[config.mk]
export PLATFORM = sky130hd
export DESIGN_NAME = grg_fifo
export DESIGN_NICKNAME = d
export VERILOG_FILES = /design/src/hw/rtl/grg_pkg.sv /design/src/hw/rtl/grg_fifo.sv
export VERILOG_INCLUDE_DIRS = /design/src /design/src/hw/rtl
export SDC_FILE = /design/constraint.sdc
export NUM_CORES = 1
export LEC_CHECK = 0
export ABC_CLOCK_PERIOD_IN_PS = 4600
export CAP_MARGIN = 5
export CORE_MARGIN = 2
export CORE_UTILIZATION = 40
export CTS_CLUSTER_SIZE = 16
export DETAILED_ROUTE_END_ITERATION = 16
export DONT_BUFFER_PORTS = 1
export GPL_ROUTABILITY_DRIVEN = 0
export PLACE_DENSITY = 0.59
export SYNTH_ARGS = -nofsm -noshare
export SYNTH_HDL_FRONTEND = slang
export SYNTH_SLANG_ARGS = --single-unit
[constraint.sdc]
create_clock -name clk -period 4.6 [get_ports clk]
set_clock_uncertainty 0.2 [all_clocks]
set_input_delay 0.46 -clock clk [delete_from_list [all_inputs] [get_ports clk]]
set_output_delay 0.46 -clock clk [all_outputs]
set_load 0.02 [all_outputs]
[src/hw/rtl/givens_rotation_generator_assert.svh]
// Assertion macros shared by the Givens rotation generator modules.
`ifndef GIVENS_ROTATION_GENERATOR_ASSERT_SVH
`define GIVENS_ROTATION_GENERATOR_ASSERT_SVH

// Same-cycle implication, sampled on clk, off while rst_n is low.
`define GRG_ASSERT_IMP(lbl, ante, cons, msg) \
  lbl: assert property (@(posedge clk) disable iff (!rst_n) (ante) |-> (cons)) \
    else $error(msg);

// Next-cycle implication, sampled on clk, off while rst_n is low.
`define GRG_ASSERT_NXT(lbl, ante, cons, msg) \
  lbl: assert property (@(posedge clk) disable iff (!rst_n) (ante) |=> (cons)) \
    else $error(msg);

`endif

[src/hw/rtl/grg_pkg.sv]
// Package: widths, constants, types and step functions of the rotation generator.
`timescale 1ns / 1ps
package grg_pkg;

  localparam int FRAC   = 30;
  localparam int IN_W   = 32;
  localparam int CS_W   = 32;
  localparam int XI_W   = 48;
  localparam int ONE_W  = FRAC + 1;
  localparam int REM_W  = 2 * FRAC + 2;
  localparam int DEN_W  = XI_W;
  localparam int ACC_W  = XI_W - 1;
  localparam int XI_INT = XI_W - 1 - FRAC;
  localparam int QDEPTH = 4;
  localparam int QPTR_W = $clog2(QDEPTH);

  localparam logic [ONE_W-1:0] ONE    = {1'b1, {FRAC{1'b0}}};
  localparam logic [REM_W-1:0] ONE_SQ = REM_W'(1) << (2 * FRAC);
  localparam logic [XI_W-1:0]  XI_MAX = {1'b0, {(XI_W-1){1'b1}}};

  localparam logic CMD_FIND   = 1'b0;
  localparam logic CMD_DECODE = 1'b1;

  typedef enum logic [2:0] {
    CL_ZERO,
    CL_A_DOM,
    CL_B_DOM,
    CL_DEC_SMALL,
    CL_DEC_ONE,
    CL_DEC_SAT,
    CL_DEC_DIV
  } cls_t;

  // queue word from front to back
  typedef struct packed {
    cls_t               cls;
    logic               neg;
    logic               one;
    logic [DEN_W-1:0]   num;
    logic [DEN_W-1:0]   den;
    logic [ONE_W-1:0]   xmag;
  } job_t;

  // pipeline word; rem/acc serve every divide and root phase, den only the divides
  typedef struct packed {
    cls_t               cls;
    logic               neg;
    logic               sat;
    logic [ONE_W-1:0]   t;
    logic [ONE_W-1:0]   r;
    logic [ONE_W-1:0]   v;
    logic [ONE_W-1:0]   u;
    logic [DEN_W-1:0]   den;
    logic [REM_W-1:0]   rem;
    logic [ACC_W-1:0]   acc;
  } pipe_t;

  // one restoring-division step, shifting in bit b
  function automatic pipe_t div_step(pipe_t p, logic b);
    logic [REM_W-1:0] sh;
    logic [REM_W-1:0] dx;
    pipe_t            o;
    o     = p;
    sh    = {p.rem[REM_W-2:0], b};
    dx    = REM_W'(p.den);
    o.acc = {p.acc[ACC_W-2:0], 1'b0};
    if (sh >= dx) begin
      o.rem    = sh - dx;
      o.acc[0] = 1'b1;
    end else begin
      o.rem = sh;
    end
    return o;
  endfunction

  // one digit-by-digit square root step for result bit i
  function automatic pipe_t sqrt_step(pipe_t p, int i);
    logic [REM_W-1:0] trial;
    pipe_t            o;
    o     = p;
    trial = (REM_W'(p.acc) << (i + 1)) | (REM_W'(1) << (2 * i));
    if (p.rem >= trial) begin
      o.rem = p.rem - trial;
      o.acc = p.acc | (ACC_W'(1) << i);
    end
    return o;
  endfunction

endpackage

[src/hw/rtl/grg_fifo.sv]
// Short queue between front and back.
`timescale 1ns / 1ps
`include "givens_rotation_generator_assert.svh"
module grg_fifo import grg_pkg::*; (
  input  logic clk,
  input  logic rst_n,
  input  job_t push_data_i,
  input  logic push_i,
  output logic rdy_o,
  output job_t pop_data_o,
  output logic vld_o,
  input  logic pop_i
);

  job_t              mem_r [QDEPTH];
  logic [QPTR_W-1:0] wr_ptr_r;
  logic [QPTR_W-1:0] rd_ptr_r;
  logic [QPTR_W:0]   count_r;
  logic              push;
  logic              pop;

  assign rdy_o      = count_r != (QPTR_W + 1)'(QDEPTH);
  assign vld_o      = count_r != '0;
  assign pop_data_o = mem_r[rd_ptr_r];
  assign push       = push_i && rdy_o;
  assign pop        = pop_i && vld_o;

  always_ff @(posedge clk) begin
    if (!rst_n) begin
      wr_ptr_r <= '0;
      rd_ptr_r <= '0;
      count_r  <= '0;
    end else begin
      if (push) wr_ptr_r <= wr_ptr_r + 1'b1;
      if (pop)  rd_ptr_r <= rd_ptr_r + 1'b1;
      if (push && !pop) begin
        count_r <= count_r + 1'b1;
      end else if (pop && !push) begin
        count_r <= count_r - 1'b1;
      end
    end
  end

  always_ff @(posedge clk) begin
    if (push) begin
      mem_r[wr_ptr_r] <= push_data_i;
    end
  end

  `GRG_ASSERT_IMP(a_cnt_bound, 1'b1, count_r <= (QPTR_W + 1)'(QDEPTH), "queue count over depth")
  `GRG_ASSERT_NXT(a_cnt_inc, push && !pop, count_r == $past(count_r) + 1'b1, "count missed push")
  `GRG_ASSERT_NXT(a_cnt_dec, pop && !push, count_r == $past(count_r) - 1'b1, "count missed pop")

endmodule

==> flow_summary.ini <==
[global_route]
grt_pass1_wl_um = 55200
grtUsageTotal_pct = 14.6
overflow = 0
grt_max_degree = 82
first_global_vias = 8682
antenna_found_initial = 7

[critical_path]
crit_type = reg -> out
slowest_delay_ns = 0.88
end_kind = output port
cp_max_fo = 42
cp.arrival_ns = 2.59
required_ns = 3.94
slowest_stage = dfxtp_4
cp_cell_sequence = buf_12 > mux4_2
ff2ff_path_depth = 4
start_kind = flip-flop

[pwr]
power_density_mw_per_mm2 = 565
leakagePower_nw = 7.20
ir_worst_vdd_mv = 0.379

[clock_network]
cts-root-buf = clkbuf_16
postCtsSetupBuffers = 0
cts_buffer_depth = 3
numCtsBuffers = 54
clock_latency_ns = 0.59
cts_tree = yes
cts_sinks = 537
clk_pin_slew_worst_paths_ns = 0.07
htreeDepth = 2

[run]
cap_viol_max_count = 0

[sta]
fin_crit_ns = 3.25
fmax_mhz = 308
relSlewSlack_pct = 45.7
finalHoldViolCount = 0
setup_tns_ns = 0
rsz0062_at_grt = no
hold_slack_ns = 0.0431
fin_crit_sh_pct = 70.6
worst_pin_slew_ns = 0.815
finalSetupViolations = 0
finalMaxSlewViolations = 0

[synth]
syn_avg_cell_area_um2 = 26.4
synth_cells = 738
synth_seq_cells = 537
yosys_warnings = 0
syn_nets = 880
syn_area_mm2 = 0.0195
synth.distinct_cells = 22
ys_seq_area_share_pct = 82.2

[routing]
first_iter_violations = 448
ant_nets = 0
wl_per_cell_um = 23.3
drc = 0
vias_per_cell = 5.15
dr_total_vias = 8107
routed_wirelength_um = 36700
drt_pass1_iterations = 6

[floorplanning]
die_area_mm2 = 0.0506
rows = 80
die_w_um = 225
core-area_mm2 = 0.0479
start_util_pct = 40.7
io_pins = 270
dieHeight_um = 225

[worst_hold_path]
hp-class = in -> reg
hold_depth = 3

[outcome]
status = finished, final reports clean

[layout]
syn_to_final_growth_pct = 19.4
drive_above_1_share_pct = 23.2
nets = 1055
fillers = 3827

[placement]
dp_hpwl_um = 21000
port_buffers = 0
-- logic make-up (layout without fill, tap and decap cells) --
logic type,Yosys count,after routing,share of synthesized area [%]
and+or+nand+nor,17,17,0.468
adders and majority gates,6,6,0.423
xor gates and xnor gates,4,4,0.180
other,0,4,0
AOI/OAI and AO/OA,5,5,0.205
buffers and inverters,34,250,1.14
DFF,537,537,82.2
muxes,135,135,15.4
-- timing repair --
item / in CTS / in global routing
gates resized for setup: 0 / 0
hold buffers: 135 / 0
hold endpoints to repair: 537 / 0
-- sequential cells by signal, summed over array words and instances (netlist names), named ones only --
name	flops
mem_r	528
wr_ptr_r	2
rd_ptr_r	2
count_r	3
-- through the flow --
stage / area, µm² / power [mW] / instances / utilization, % / worst slack [ns]
CTS: 23300 / 13.4 / 1569 / 48.5 / 1.22
global placement: 20300 / 9.11 / 1337 / 42.3 / 1.87
global route: 23300 / 13.7 / 1572 / 48.6 / 1.12
detailed placement: 20300 / 9.13 / 1337 / 42.3 / 1.87
finish: 23300 / 13.2 / 1573 / 48.6 / 1.35
floorplan: 19500 / 8.60 / 738 / - / 0.0427
-- synth_stat cells --
cell type	instances	area [µm²]
nand2_1	5	18.8
and2_1	8	50.1
nor2b_1	1	6.26
edfxtp_1	528	15900
nor2_1	1	3.75
xor2_1	1	8.76
clkbuf_1	6	22.5
mux4_2	132	2970
or3_1	2	12.5
dfxtp_1	9	180
fa_1	1	20.0
a21boi_2	1	11.3
xnor2_1	3	26.3
o311ai_0	1	8.76
inv_1	3	11.3
a21boi_0	1	7.51
ha_1	5	62.6
buf_6	10	113
o21ai_0	1	5.00
o31ai_1	1	7.51
buf_2	15	75.1
mux2i_1	3	30.0
-- layout make-up --
| type | instances | area (µm²) | area share [%] |
|---|---|---|---|
| Clock inverter | 25 | 198 | 0.849 |
| Inverter | 3 | 11.3 | 0.0484 |
| Multi-Input combinational cell | 167 | 3260 | 14.0 |
| Clock buffer | 72 | 1440 | 6.18 |
| Timing Repair Buffer | 150 | 1550 | 6.66 |
| Antenna cell | 4 | 10.0 | 0.0430 |
| Tap cell | 615 | 769 | 3.30 |
| Sequential cell | 537 | 16000 | 68.9 |
-- final timing paths --
path                    end  slack [ns]   startpoint
max          pop_data_o[65]        1.35    flip-flop
min             rd_ptr_r[0]        0.04        pop_i
min reg2reg     wr_ptr_r[0]        0.30  wr_ptr_r[0]
max reg2reg    mem_r[3][63]        1.92   count_r[0]
-- report_power, final --
part / total (mW) / switching [mW] / internal, mW
Combinational: 2.94 / 1.82 / 1.12
Sequential: 6.14 / 0.199 / 5.94
Clock: 4.08 / 1.73 / 2.35
-- critical path, delay by kind of cell (launching register included) --
family	cells	cell delay, ns
multiplexers	1	0.65
buffers and inverters	1	0.40
flip-flops	1	0.88
-- layer usage --
layer / GRT usage, % / vias up / part of all wire [%]
met5: 0 / - / 0.12
met4: 4.93 / 6 / 2.4
met3: 5.12 / 65 / 8.1
met2: 23.2 / 218 / 48
met1: 18.9 / 4265 / 41
li1: - / 3553 / -
-- cell usage in the layout, fill, tap and decap left out, types with 2 or more instances in the layout --
cell | netlist | final
nand2_1 | 5 | 5
clkbuf_16 | 0 | 55
buf_4 | 0 | 8
clkinv_1 | 0 | 13
dfxtp_1 | 9 | 7
diode_2 | 0 | 4
mux2i_1 | 3 | 3
clkinv_2 | 0 | 4
ha_1 | 5 | 5
dfxtp_4 | 0 | 2
or3_1 | 2 | 2
and2_1 | 8 | 4
inv_1 | 3 | 3
and2_4 | 0 | 4
clkinvlp_4 | 0 | 4
xnor2_1 | 3 | 3
mux4_2 | 132 | 132
edfxtp_1 | 528 | 528
bufinv_16 | 0 | 3
buf_12 | 0 | 7
dlygate4sd3_1 | 0 | 135
clkbuf_1 | 6 | 17
(Power assumes the default switching activity.)
