==> src/hw/rtl/givens_rotation_generator_assert.svh <==
// Assertion macros shared by the Givens rotation generator modules.
`ifndef GIVENS_ROTATION_GENERATOR_ASSERT_SVH
`define GIVENS_ROTATION_GENERATOR_ASSERT_SVH

// Same-cycle implication, sampled on clk, off while rst_n is low.
`define GRG_ASSERT_IMP(lbl, ante, cons, msg) \
  lbl: assert property (@(posedge clk) disable iff (!rst_n) (ante) |-> (cons)) \
    else $error(msg);

// Next-cycle implication, sampled on clk, off while rst_n is low.
`define GRG_ASSERT_NXT(lbl, ante, cons, msg) \
  lbl: assert property (@(posedge clk) disable iff (!rst_n) (ante) |=> (cons)) \
    else $error(msg);

`endif

==> src/hw/rtl/grg_pkg.sv <==
// Package: widths, constants, types and step functions of the rotation generator.
`timescale 1ns / 1ps
package grg_pkg;

  localparam int FRAC   = 30;
  localparam int IN_W   = 32;
  localparam int CS_W   = 32;
  localparam int XI_W   = 48;
  localparam int ONE_W  = FRAC + 1;
  localparam int REM_W  = 2 * FRAC + 2;
  localparam int DEN_W  = XI_W;
  localparam int ACC_W  = XI_W - 1;
  localparam int XI_INT = XI_W - 1 - FRAC;
  localparam int QDEPTH = 4;
  localparam int QPTR_W = $clog2(QDEPTH);

  localparam logic [ONE_W-1:0] ONE    = {1'b1, {FRAC{1'b0}}};
  localparam logic [REM_W-1:0] ONE_SQ = REM_W'(1) << (2 * FRAC);
  localparam logic [XI_W-1:0]  XI_MAX = {1'b0, {(XI_W-1){1'b1}}};

  localparam logic CMD_FIND   = 1'b0;
  localparam logic CMD_DECODE = 1'b1;

  typedef enum logic [2:0] {
    CL_ZERO,
    CL_A_DOM,
    CL_B_DOM,
    CL_DEC_SMALL,
    CL_DEC_ONE,
    CL_DEC_SAT,
    CL_DEC_DIV
  } cls_t;

  // queue word from front to back
  typedef struct packed {
    cls_t               cls;
    logic               neg;
    logic               one;
    logic [DEN_W-1:0]   num;
    logic [DEN_W-1:0]   den;
    logic [ONE_W-1:0]   xmag;
  } job_t;

  // pipeline word; rem/acc serve every divide and root phase, den only the divides
  typedef struct packed {
    cls_t               cls;
    logic               neg;
    logic               sat;
    logic [ONE_W-1:0]   t;
    logic [ONE_W-1:0]   r;
    logic [ONE_W-1:0]   v;
    logic [ONE_W-1:0]   u;
    logic [DEN_W-1:0]   den;
    logic [REM_W-1:0]   rem;
    logic [ACC_W-1:0]   acc;
  } pipe_t;

  // one restoring-division step, shifting in bit b
  function automatic pipe_t div_step(pipe_t p, logic b);
    logic [REM_W-1:0] sh;
    logic [REM_W-1:0] dx;
    pipe_t            o;
    o     = p;
    sh    = {p.rem[REM_W-2:0], b};
    dx    = REM_W'(p.den);
    o.acc = {p.acc[ACC_W-2:0], 1'b0};
    if (sh >= dx) begin
      o.rem    = sh - dx;
      o.acc[0] = 1'b1;
    end else begin
      o.rem = sh;
    end
    return o;
  endfunction

  // one digit-by-digit square root step for result bit i
  function automatic pipe_t sqrt_step(pipe_t p, int i);
    logic [REM_W-1:0] trial;
    pipe_t            o;
    o     = p;
    trial = (REM_W'(p.acc) << (i + 1)) | (REM_W'(1) << (2 * i));
    if (p.rem >= trial) begin
      o.rem = p.rem - trial;
      o.acc = p.acc | (ACC_W'(1) << i);
    end
    return o;
  endfunction

endpackage

==> src/hw/rtl/grg_in_if.sv <==
// Input channel interface: command and operands.
`timescale 1ns / 1ps
interface grg_in_if import grg_pkg::*; ();
  logic                   valid;
  logic                   ready;
  logic                   command;
  logic signed [IN_W-1:0] a_val;
  logic signed [IN_W-1:0] b_val;
  logic signed [XI_W-1:0] xi_in;

  modport source (output valid, command, a_val, b_val, xi_in, input ready);
  modport sink   (input valid, command, a_val, b_val, xi_in, output ready);
endinterface


==> src/hw/rtl/grg_front.sv <==
// Front stage: takes input words, forms magnitudes and classifies the case.
`timescale 1ns / 1ps
module grg_front import grg_pkg::*; (
  input  logic  clk,
  input  logic  rst_n,
  grg_in_if.sink in_ch,
  output job_t  job_o,
  output logic  job_vld_o,
  input  logic  job_rdy_i
);

  job_t             job_r;
  job_t             job_nxt;
  logic             vld_r;
  logic [IN_W-1:0]  am;
  logic [IN_W-1:0]  bm;
  logic [XI_W-1:0]  xm;

  assign in_ch.ready = !vld_r || job_rdy_i;
  assign job_o       = job_r;
  assign job_vld_o   = vld_r;

  always_comb begin
    am = in_ch.a_val[IN_W-1] ? IN_W'(~in_ch.a_val + 1'b1) : IN_W'(in_ch.a_val);
    bm = in_ch.b_val[IN_W-1] ? IN_W'(~in_ch.b_val + 1'b1) : IN_W'(in_ch.b_val);
    xm = in_ch.xi_in[XI_W-1] ? XI_W'(~in_ch.xi_in + 1'b1) : XI_W'(in_ch.xi_in);
    job_nxt       = '0;
    if (in_ch.command == CMD_FIND) begin
      job_nxt.neg = in_ch.a_val[IN_W-1] ^ in_ch.b_val[IN_W-1];
      if (am == '0 && bm == '0) begin
        job_nxt.cls = CL_ZERO;
      end else if (am >= bm) begin
        job_nxt.cls = CL_A_DOM;
        job_nxt.num = DEN_W'(bm);
        job_nxt.den = DEN_W'(am);
      end else begin
        job_nxt.cls = CL_B_DOM;
        job_nxt.num = DEN_W'(am);
        job_nxt.den = DEN_W'(bm);
      end
    end else begin
      job_nxt.neg = in_ch.xi_in[XI_W-1];
      if (xm < XI_W'(ONE)) begin
        job_nxt.cls  = CL_DEC_SMALL;
        job_nxt.xmag = xm[ONE_W-1:0];
      end else if (!in_ch.xi_in[XI_W-1] && xm == XI_W'(ONE)) begin
        job_nxt.cls = CL_DEC_ONE;
      end else if (xm >= XI_MAX) begin
        job_nxt.cls = CL_DEC_SAT;
      end else begin
        job_nxt.cls = CL_DEC_DIV;
        job_nxt.num = DEN_W'(ONE);
        job_nxt.den = xm;
      end
    end
    // quotient saturates to ONE when it would reach or pass one
    job_nxt.one = (job_nxt.den == '0) || (job_nxt.num >= job_nxt.den);
  end

  always_ff @(posedge clk) begin
    if (!rst_n) begin
      vld_r <= 1'b0;
    end else if (in_ch.ready) begin
      vld_r <= in_ch.valid;
    end
  end

  always_ff @(posedge clk) begin
    if (in_ch.valid && in_ch.ready) begin
      job_r <= job_nxt;
    end
  end

endmodule

==> src/flat_wrapper.sv <==
// flat-port wrapper written by rule: the top's interface ports become plain ports
module grg_front_flat import grg_pkg::*;
  (clk, rst_n, job_o, job_vld_o, job_rdy_i, in_ch_valid, in_ch_command, in_ch_a_val, in_ch_b_val, in_ch_xi_in, in_ch_ready);
  grg_in_if in_ch_i ();
  input  logic clk;
  input  logic rst_n;
  output job_t job_o;
  output logic job_vld_o;
  input  logic job_rdy_i;
  input wire logic [$bits(in_ch_i.valid)-1:0] in_ch_valid;
  input wire logic [$bits(in_ch_i.command)-1:0] in_ch_command;
  input wire logic [$bits(in_ch_i.a_val)-1:0] in_ch_a_val;
  input wire logic [$bits(in_ch_i.b_val)-1:0] in_ch_b_val;
  input wire logic [$bits(in_ch_i.xi_in)-1:0] in_ch_xi_in;
  output wire logic [$bits(in_ch_i.ready)-1:0] in_ch_ready;
  assign in_ch_i.valid = in_ch_valid;
  assign in_ch_i.command = in_ch_command;
  assign in_ch_i.a_val = in_ch_a_val;
  assign in_ch_i.b_val = in_ch_b_val;
  assign in_ch_i.xi_in = in_ch_xi_in;
  assign in_ch_ready = in_ch_i.ready;
  grg_front u_core (.clk(clk), .rst_n(rst_n), .in_ch(in_ch_i), .job_o(job_o), .job_vld_o(job_vld_o), .job_rdy_i(job_rdy_i));
endmodule
==> config.mk <==
export PLATFORM = sky130hd
export DESIGN_NAME = grg_front_flat
export DESIGN_NICKNAME = d
export VERILOG_FILES = /design/src/hw/rtl/givens_rotation_generator_assert.svh /design/src/hw/rtl/grg_pkg.sv /design/src/hw/rtl/grg_in_if.sv /design/src/hw/rtl/grg_front.sv /design/src/flat_wrapper.sv
export SDC_FILE = /design/constraint.sdc
export NUM_CORES = 1
export LEC_CHECK = 0
export BUFFER_PORTS_ARGS = -buffer_cell sky130_fd_sc_hd__buf_2
export CORE_UTILIZATION = 35
export CTS_BUF_LIST = sky130_fd_sc_hd__clkbuf_4 sky130_fd_sc_hd__clkbuf_8 sky130_fd_sc_hd__clkbuf_16
export DETAILED_ROUTE_END_ITERATION = 10
export GPL_TIMING_DRIVEN = 0
export PLACE_DENSITY = 0.61
export SYNTH_ARGS = -nofsm -noshare
export SYNTH_HDL_FRONTEND = slang
export SYNTH_SLANG_ARGS = --single-unit
export TNS_END_PERCENT = 20
==> constraint.sdc <==
create_clock -name clk -period 19.24 [get_ports clk]
set_clock_uncertainty 0.15 [all_clocks]
set_input_delay 0.962 -clock clk [delete_from_list [all_inputs] [get_ports clk]]
set_output_delay 0.962 -clock clk [all_outputs]
set_load 0.02 [all_outputs]
==> summary.md, run 1 <==
| Metric | Value |
|---|---|
| Status | complete, no violations |
| Max_cap viols | 0 |
| Delay of the slowest critical-path stage | 0.51 ns |
| CP Data Arrival Time | 9.00 ns |
| Worst R2R Path Depth | 3 |
| Yosys reg bits | 117 |
| Pin slew with the least headroom to its limit | 0.8639 ns |
| Pins Over Slew Limit | 0 |
| Placed inst area | 12250 µm² |
| Worst Setup End Kind | register |
| Max-slew headroom | 41.80% |
| Worst path bufs/invs | 9 |
| Yosys warns | 0 |
| Post-synth top area cell | edfxtp_1 |
| Tot GR Track Use | 24.99% |
| CP delay by family, top | compound AO/OA/AOI/OAI gates |
| Synth Area in Simple Gates | 22.46% |
| Clock tree root driver cell | clkbuf_16 |
| Clock-pin slew on the worst setup and hold paths | 0.06 ns |
| Setup violators final | 0 |
| Hold endpoint | u_core.job_vld_o |
| IO Pins | 251 |
| Vias per cell | 5.690 |
| Drt first pass iters | 5 |
| CTS tree | built |
| DP HPWL | 31650 µm |
| Wirelength per Cell | 20.98 µm |
| Synthesized instance count | 1192 |
| Synth top area share | 32.88% |
| Worst-path maximum fanout | 10 |
| Syn avg cell area | 8.888 µm² |
| Count of cell types in the netlist | 85 |
| Port bufs | 214 |
| Num CTS Buffers | 17 |
| FP Rows | 63 |
| Worst-Skew Late Latency | 0.43 ns |
| R2r endpoint | u_core.job_o[86] |
| CP startpoint | in_ch_a_val[31] |
| Routability cong. | 0.9434 |
| First-pass GRT wire length | 58430 µm |
| CP required | 19.24 ns |
| Antenna viol nets, final | 0 |
| CP startpoint kind | primary input |
| Cell Pwr Density | 77.72 nW/µm² |
| Core box area | 29720 µm² |
| WHS Path Cells | 2 |
| Iter 0 DRT Violations | 886 |
| H-tree depth | 4 |
| Post-CTS setup buffer count | 0 |
| Vias in the first global route | 9929 |
| Cts hold-fix bufs | 0 |
| Fmax | 0.1111 GHz |
| Die ar. | 30970 µm² |
| Post-cts repair resize count | 0 |
| Ys flop type | edfxtp_1 |
| Period utilization | 46.78% |
| Fillers | 3008 |
| Xor and xnor area share after synthesis | 9.401% |
| Die width | 176.0 µm |
| Critical path class | primary input to register |
| Proportion of layout cells with a drive suffix above 1 | 22.12% |
| Setup WS pre-CTS | 9.835 ns |
| Sequential Area | 3503 µm² |
| Chip height | 176.0 µm |
| CTS max path bufs | 2 |
| Total negative slack | 0 ns |
| Grt total ovfl | 0 |
| Ys async rst share | 0% |
| Routed WL | 38760 µm |
| Final net count | 1628 |
| Pin count of the biggest net entering global routing | 60 |
| Initial core utilization | 35.65% |
| Final hold violations | 0 |
| Largest family of logic cells by synthesized area | simple AND/OR/NAND/NOR gates |
| DRC Markers | 0 |
| Crit Reg-Reg Startpoint | u_core.job_vld_o |
| Period minus WS final | 9.001 ns |
| Reg2Reg Setup Slack | 17.26 ns |
| Post-synthesis compound-gate area fraction | 19.30% |
| Cell area after layout | 12870 µm² |
| Worst hold path type | register to register |
| Post-synth EDFFs | 116 |
| Initial antenna violation count | 0 |
| Hold_sp | u_core.job_vld_o |
| Clk sinks | 117 |
| Mapped Area | 10590 µm² |
| Max VDD drop | 43.17 µV |
| Setup WS post-layout | 10.24 ns |
| Dominant cells by area after synthesis | edfxtp_1 33%, ha_1 8.0%, nor2_1 4.7% |
| Area Overhead vs Synth | 21.47% |
| Post-synthesis sequential area ratio | 33.07% |
| Mux cell area share after synthesis | 1.299% |
| Top cell by count, worst path | a21o_1 |
| RSZ-0062 raised after global routing | no |
| Leak pwr | 0.005295 µW |
| Multi-input gate area | 6489 µm² |
| Post-synthesis adder-cell area fraction | 8.126% |
| Vias | 10516 |
| Crit-path slowest cell | clkbuf_1 |
cell type report:
cell class | count | share of cell area (%)
antenna | 2 | 0.03889
buffer | 86 | 3.325
clock buffer | 17 | 3.306
clock inverter | 15 | 1.488
inverter | 64 | 1.867
multi-input combinational | 942 | 50.42
sequential | 117 | 27.22
tap | 390 | 3.792
timing repair buffer | 215 | 8.537
cell families after synthesis:
family,count (synthesis)
muxes,13
AOI/OAI and AO/OA,287
other,1
xor gates and xnor gates,112
DFF,117
adders and majority gates,69
buffers and inverters,150
and+or+nand+nor,443
registers in the layout (all words and copies together), names as in the netlist:
register and count:
u_core.job_o 116, u_core.job_vld_o 1
Yosys cell counts (17+ instances only):
cell      count
nor3_1       37
clkbuf_1     49
nand4_1      30
edfxtp_1    116
nor2_1      133
nand2_1      78
a211oi_1     25
xor2_1       55
ha_1         68
nand3_1      18
o21ai_0      71
or3_1        21
o22a_1       23
a21oi_1      40
nor2b_1      17
xnor2_1      55
buf_4        19
inv_1        63
nand2b_1     21
a21o_1       19
o31ai_1      31
cells in the final DEF, fill, tap and decap left out, drive strengths merged, types with 6 or more instances in the layout:
cell type,n
xnor2,55
nand4,30
a211oi,25
edfxtp,116
nand3,20
a21oi,40
nor3,39
o31ai,32
and3,9
and4,7
a32oi,7
buf,251
mux2,6
conb,18
nor4,20
clkbuf,67
ha,68
xor2,57
mux2i,7
or4,16
o22ai,7
o22a,24
nor2,133
and2,6
inv,72
o21ai,75
nand2,78
a21o,19
o41ai,21
or3,24
nand2b,21
a31oi,9
nor2b,17
how the worst max path moves through the flow:
stage | depth (start not counted) | slack, ns | endpoint
after floorplan | 32 | 11.67 | u_core.job_o[127]
after global placement | 31 | 9.86 | u_core.job_o[127]
after detailed placement | 31 | 9.84 | u_core.job_o[127]
after CTS | 31 | 10.28 | u_core.job_o[127]
after global routing | 31 | 9.74 | u_core.job_o[127]
final | 31 | 10.24 | u_core.job_o[127]
routing by layer:
metal / part of all wire, % / vias up / global-route usage (%) / wire (µm)
li1: - / 4907 / - / -
met1: 42 / 5011 / 32.47 / 16310
met2: 47 / 537 / 41.86 / 18310
met3: 8.2 / 61 / 4.070 / 3180
met4: 2.5 / 0 / 8.732 / 967
met5: 0 / - / 0 / 0
stage by stage:
| step | hold WS (ns) | instances | power (µW) | util [%] |
|---|---|---|---|---|
| after detailed placement | 0.3905 | 1814 | 659.1 | 41.21 |
| final | 0.3921 | 1848 | 1000 | 43.30 |
| after floorplan | 0.5996 | 1209 | 540.6 | - |
| after global routing | 0.4411 | 1846 | 1047 | 43.29 |
| after CTS | 0.4030 | 1846 | 1000 | 43.29 |
| after global placement | 0.3523 | 1813 | 655.9 | 41.11 |
worst min-delay path, delay by kind of cell (launching register included):
kind | cells | cell delay, ns
flip-flops | 1 | 0.31
AND/OR/NAND/NOR | 1 | 0.10
AO/OA/AOI/OAI | 1 | 0.08
power breakdown:
group          internal (µW)  switching [µW]
registers                311            8.50
logic                    116             225
clock network            207             134
Note: power is estimated with default switching activity, not from simulation.
==> run 2: changes to the inputs <==
==> constraint.sdc (replaced) <==
create_clock -name clk -period 8.58 [get_ports clk]
set_clock_uncertainty 0.15 [all_clocks]
set_input_delay 0.429 -clock clk [delete_from_list [all_inputs] [get_ports clk]]
set_output_delay 0.429 -clock clk [all_outputs]
set_load 0.02 [all_outputs]
==> summary.md, run 2 (synthesized netlist as in run 1, its figures left out) <==
| Metric | Value |
|---|---|
| Vias | 10572 |
| R2r endpoint | u_core.job_o[85] |
| Area Overhead vs Synth | 21.47% |
| Core box area | 29720 µm² |
| Leak pwr | 0.005298 µW |
| Proportion of layout cells with a drive suffix above 1 | 22.25% |
| Cell Pwr Density | 174.3 nW/µm² |
| Status | complete, no violations |
| Max-slew headroom | 41.43% |
| RSZ-0062 raised after global routing | no |
| Port bufs | 214 |
| WHS Path Cells | 2 |
| FP Rows | 63 |
| Period utilization | 94.25% |
| Max_cap viols | 0 |
| Antenna viol nets, final | 0 |
| CTS tree | built |
| Tot GR Track Use | 24.99% |
| Routed WL | 38840 µm |
| Pin count of the biggest net entering global routing | 60 |
| DRC Markers | 0 |
| CP Capture Point | u_core.job_o[127] |
| Final net count | 1628 |
| Worst hold path type | primary input to register |
| Grt total ovfl | 0 |
| Clock tree root driver cell | clkbuf_16 |
| Clk sinks | 117 |
| Die width | 176.0 µm |
| Drt first pass iters | 5 |
| First-pass GRT wire length | 58430 µm |
| Clock-pin slew on the worst setup and hold paths | 0.06 ns |
| IO Pins | 251 |
| Chip height | 176.0 µm |
| Num CTS Buffers | 17 |
| Max VDD drop | 95.72 µV |
| Initial core utilization | 35.65% |
| Delay of the slowest critical-path stage | 0.50 ns |
| CP startpoint kind | primary input |
| Worst Setup End Kind | register |
| Crit-path slowest cell | xor2_1 |
| Vias in the first global route | 9929 |
| Max reg flops | 116 |
| Die ar. | 30970 µm² |
| Vias per cell | 5.727 |
| Worst-Skew Late Latency | 0.42 ns |
| Placed inst area | 12250 µm² |
| CTS max path bufs | 2 |
| Wirelength per Cell | 21.04 µm |
| Commonest non-fill, non-tap cells in the layout | 222 x buf_2, 133 x nor2_1, 116 x edfxtp_1, 78 x nand2_1, 71 x o21ai_0 |
| Worst-path maximum fanout | 10 |
| CP Data Arrival Time | 8.09 ns |
| Fillers | 3014 |
| Final hold violations | 0 |
| Crit Reg-Reg Startpoint | u_core.job_vld_o |
| Critical path class | primary input to register |
| Pin slew with the least headroom to its limit | 0.8694 ns |
| Top cell by count, worst path | a21o_1 |
| Reg2Reg Setup Slack | 6.60 ns |
| CP startpoint | in_ch_b_val[0] |
| ANT cells | 0 |
| Iter 0 DRT Violations | 947 |
| Initial antenna violation count | 0 |
| Worst R2R Path Depth | 3 |
| WHS | 0.1035 ns |
| Setup violators final | 0 |
| Routability cong. | 0.9434 |
| DP HPWL | 31650 µm |
| CP required | 8.58 ns |
| Total negative slack | 0 ns |
| Fmax | 0.1237 GHz |
| Commonest non-fill, non-tap cell in the layout | buf_2 |
| H-tree depth | 4 |
| Period minus WS final | 8.086 ns |
| Cell area after layout | 12870 µm² |
| Pins Over Slew Limit | 0 |
[run 2: cell types whose count changed in the layout (fill, tap and decap cells not counted)]
cell	before	now
a21oi_1	40	39
a21oi_2	0	1
clkbuf_1	49	48
diode_2	2	0
clkbuf_2	1	2
[run 2: layout make-up]
class                   instances  area [µm²]  area share (%)
multi-input cells             942        6492           50.45
flip-flops and latches        117        3503           27.22
repair buffers                215        1099           8.537
well taps                     390       488.0           3.792
plain buffers                  86       429.2           3.335
clock buffers                  17       425.4           3.306
inverters                      64       240.2           1.867
clock inverters                15       191.4           1.488
[run 2: critical path, delay by kind of cell]
kind            cells  cell delay (ns)
simple gates        8             1.77
fa+ha+maj           4             1.13
buf+inv             7             1.73
compound gates     14             2.52
xor+xnor            1             0.50
[run 2: per-layer routing]
layer	vias to the layer above	global-route usage (%)	wire length, µm
met3	55	4.070	2821
met1	5089	32.47	16610
met4	0	8.732	947
met2	514	41.86	18460
met5	-	0	0
li1	4914	-	-
[run 2: worst min path at each step]
stage / startpoint / endpoint
after floorplan: in_ch_valid / u_core.job_vld_o
after global routing: rst_n / u_core.job_vld_o
after CTS: rst_n / u_core.job_vld_o
final: rst_n / u_core.job_vld_o
after global placement: u_core.job_vld_o / u_core.job_vld_o
after detailed placement: u_core.job_vld_o / u_core.job_vld_o
[run 2: repair_timing]
action / 4_1_cts / 5_1_grt
buffers inserted: 0 / 0
hold buffers: 0 / 0
endpoints found under the setup margin: 0 / 1
resized for setup: 0 / 3
[run 2: stage by stage]
step	total power [µW]	util (%)	instances	setup WS, ns
floorplan	1212	-	1209	1.543
global placement	1471	41.11	1813	-0.2688
detailed placement	1478	41.21	1814	-0.2917
CTS	2242	43.29	1846	0.1534
global route	2348	43.30	1846	0.1299
finish	2243	43.30	1846	0.4937
[run 2: report_power, final]
| group | switching [µW] | leakage (µW) | internal (µW) | total [µW] |
|---|---|---|---|---|
| Clock | 299 | 0.000300 | 465 | 763 |
| Sequential | 19.0 | 0.00115 | 696 | 715 |
| Combinational | 505 | 0.00384 | 260 | 765 |
==> run 3: changes to the inputs <==
--- a/config.mk
+++ b/config.mk
@@ -5,12 +5,14 @@
 export SDC_FILE = /design/constraint.sdc
 export NUM_CORES = 1
 export LEC_CHECK = 0
+export ABC_AREA = 1
 export BUFFER_PORTS_ARGS = -buffer_cell sky130_fd_sc_hd__buf_2
 export CORE_UTILIZATION = 35
 export CTS_BUF_LIST = sky130_fd_sc_hd__clkbuf_4 sky130_fd_sc_hd__clkbuf_8 sky130_fd_sc_hd__clkbuf_16
 export DETAILED_ROUTE_END_ITERATION = 10
 export GPL_TIMING_DRIVEN = 0
-export PLACE_DENSITY = 0.61
+export PLACE_DENSITY = 0.6
+export SLEW_MARGIN = 20
 export SYNTH_ARGS = -nofsm -noshare
 export SYNTH_HDL_FRONTEND = slang
 export SYNTH_SLANG_ARGS = --single-unit
==> summary.md, run 3 <==
| Metric | Value |
|---|---|
| ANT cells | 0 |
| Core box area | 32780 µm² |
| Mapped Area | 11760 µm² |
| Routability cong. | 0.9658 |
| Hold endpoint | u_core.job_vld_o |
| Clock-pin slew on the worst setup and hold paths | 0.06 ns |
| Wirelength per Cell | 17.90 µm |
| WHS Path Cells | 2 |
| Dominant cells by area after synthesis | edfxtp_1 30%, nand2_1 17%, nand3_1 8.8% |
| Post-synth EDFFs | 116 |
| Placed inst area | 13680 µm² |
| Worst R2R Path Depth | 5 |
| CP required | 8.61 ns |
| Initial core utilization | 35.88% |
| CTS tree | built |
| Count of cell types in the netlist | 49 |
| Final hold violations | 0 |
| Pins Over Slew Limit | 0 |
| Post-cts repair resize count | 0 |
| Hold_sp | rst_n |
| Die ar. | 34340 µm² |
| Clock tree root driver cell | clkbuf_16 |
| Commonest non-fill, non-tap cell in the layout | nand2_1 |
| Clock Power Share | 35.2% |
| Commonest non-fill, non-tap cells in the layout | 527 x nand2_1, 265 x nor2_1, 246 x buf_2, 229 x inv_1, 206 x nand3_1 |
| Routed WL | 45460 µm |
| Setup WS post-layout | 2.565 ns |
| Non-Filler Instances | 2540 |
| DRC Markers | 0 |
| Max reg flops | 116 |
| FP Rows | 66 |
| Die width | 185.3 µm |
| Fmax | 0.1663 GHz |
| Antenna viol nets, final | 0 |
| Ys async rst share | 0% |
| Max_cap viols | 0 |
| RSZ-0062 raised after global routing | no |
| H-tree depth | 4 |
| Max VDD drop | 95.89 µV |
| Yosys reg bits | 117 |
| Proportion of layout cells with a drive suffix above 1 | 18.40% |
| Part of the power in registers | 31.2% |
| Status | complete, no violations |
| Setup WS pre-CTS | 2.217 ns |
| Worst Setup End Kind | register |
| Crit-path slowest cell | o32ai_1 |
| Pin count of the biggest net entering global routing | 26 |
| Vias in the first global route | 12161 |
| Worst-path maximum fanout | 10 |
| Initial antenna violation count | 0 |
| Drt first pass iters | 5 |
| Num CTS Buffers | 17 |
| Top cell by count, worst path | nand2_1 |
| R2r endpoint | u_core.job_o[6] |
| Port bufs | 231 |
| Critical path class | primary input to register |
| Syn avg cell area | 6.484 µm² |
| Crit Reg-Reg Startpoint | u_core.job_vld_o |
| Delay of the slowest critical-path stage | 0.56 ns |
| Worst path bufs/invs | 6 |
| Vias | 13059 |
| CP startpoint kind | primary input |
| Synthesized instance count | 1814 |
| Logic pwr share | 33.6% |
| DP HPWL | 38250 µm |
| Sw power | 830.2 µW |
| CP delay by family, top | simple AND/OR/NAND/NOR gates |
| Area Overhead vs Synth | 21.87% |
| Max-slew headroom | 40.59% |
| Vias per cell | 5.141 |
| Grt total ovfl | 0 |
| Reg2Reg Setup Slack | 6.35 ns |
| Post-synth top area cell | edfxtp_1 |
| Cts hold-fix bufs | 0 |
| Post-CTS setup buffer count | 0 |
| Post-synth top cells | 527 x nand2_1, 265 x nor2_1, 229 x inv_1 |
| Cell Pwr Density | 158.6 nW/µm² |
| Top-count cell post-synth | nand2_1 |
| Setup violators final | 0 |
| Leak pwr | 0.007197 µW |
| Yosys warns | 0 |
| Util after Layout | 43.72% |
| IO Pins | 251 |
| Period minus WS final | 6.015 ns |
| Worst-Skew Late Latency | 0.42 ns |
| CP Data Arrival Time | 6.04 ns |
| Switching Fraction | 36.52% |
| Ys flop type | edfxtp_1 |
| Final net count | 2271 |
| Iter 0 DRT Violations | 987 |
| Period utilization | 70.11% |
| Chip height | 185.3 µm |
| Worst hold path type | primary input to register |
| Pin slew with the least headroom to its limit | 0.8797 ns |
| WHS | 0.1110 ns |
| Post-synthesis sequential area ratio | 29.79% |
| Int Pwr | 1443 µW |
| Synth top area share | 29.62% |
| Cell area after layout | 14330 µm² |
| Clk sinks | 117 |
| CTS max path bufs | 2 |
| First-pass GRT wire length | 68140 µm |
| DP Cell Count | 2509 |
| Tot GR Track Use | 26.36% |
## run 3: cell count changes after synthesis, sizes merged, moves of 34 or more
cell   change
nor2     +152
xnor2     -52
nand2    +460
inv      +196
o21ai     -34
nand3    +195
## run 3: worst max-delay path by stage
stage	start	to	slack, ns	cells after the start
4_1_cts	in_ch_b_val[0]	u_core.job_o[127]	2.65	35
3_5_place_dp	in_ch_b_val[0]	u_core.job_o[127]	2.22	35
3_3_place_gp	in_ch_valid	u_core.job_o[37]	-0.78	3
6_report	in_ch_b_val[0]	u_core.job_o[127]	2.56	34
2_1_floorplan	in_ch_valid	u_core.job_o[0]	1.74	2
5_1_grt	in_ch_b_val[31]	u_core.job_o[127]	2.05	32
## run 3: metrics by stage
| step | power (µW) | setup TNS, ns |
|---|---|---|
| 4_1_cts | 2276 | 0 |
| 5_1_grt | 2387 | 0 |
| 3_5_place_dp | 1474 | 0 |
| 3_3_place_gp | 1465 | -88.24 |
| 6_report | 2273 | 0 |
| 2_1_floorplan | 1207 | 0 |
## run 3: power groups by stage
stage / clock [µW] / sequential, µW / combinational [µW]
after floorplan: 0 / 782 / 426
after global placement: 0 / 731 / 734
after detailed placement: 0 / 721 / 754
after CTS: 809 / 710 / 758
after global routing: 830 / 712 / 845
final: 800 / 709 / 765
## run 3: layout make-up
type,instances,area [µm²]
Timing Repair Buffer,236,1294
Clock inverter,14,225.2
Sequential cell,117,3503
Inverter,261,979.7
Tap cell,442,553.0
Buffer,66,375.4
Fill cell,3508,18450
Clock buffer,17,425.4
Multi-Input combinational cell,1387,6978
## run 3: cell families after synthesis
| group | after synthesis | share of synthesized area (%) |
|---|---|---|
| other cells | 1 | 0.03188 |
| fa+ha+maj | 68 | 7.234 |
| xor+xnor | 37 | 2.755 |
| buf+inv | 327 | 11.52 |
| compound gates | 128 | 6.862 |
| simple gates | 1136 | 41.81 |
| flops | 117 | 29.79 |
## run 3: per-layer routing
| layer | up-vias | wire, µm | GRT usage (%) |
|---|---|---|---|
| met5 | - | 0 | 0 |
| met1 | 6022 | 19530 | 33.64 |
| met4 | 0 | 1680 | 10.91 |
| li1 | 6450 | - | - |
| met3 | 85 | 2839 | 3.559 |
| met2 | 502 | 21410 | 44.43 |
## run 3: worst reg2reg max path, delay by kind of cell (launching register included)
kind | cells | cell delay, ns
flip-flops | 1 | 0.34
AO/OA/AOI/OAI | 1 | 0.60
buffers and inverters | 4 | 0.85
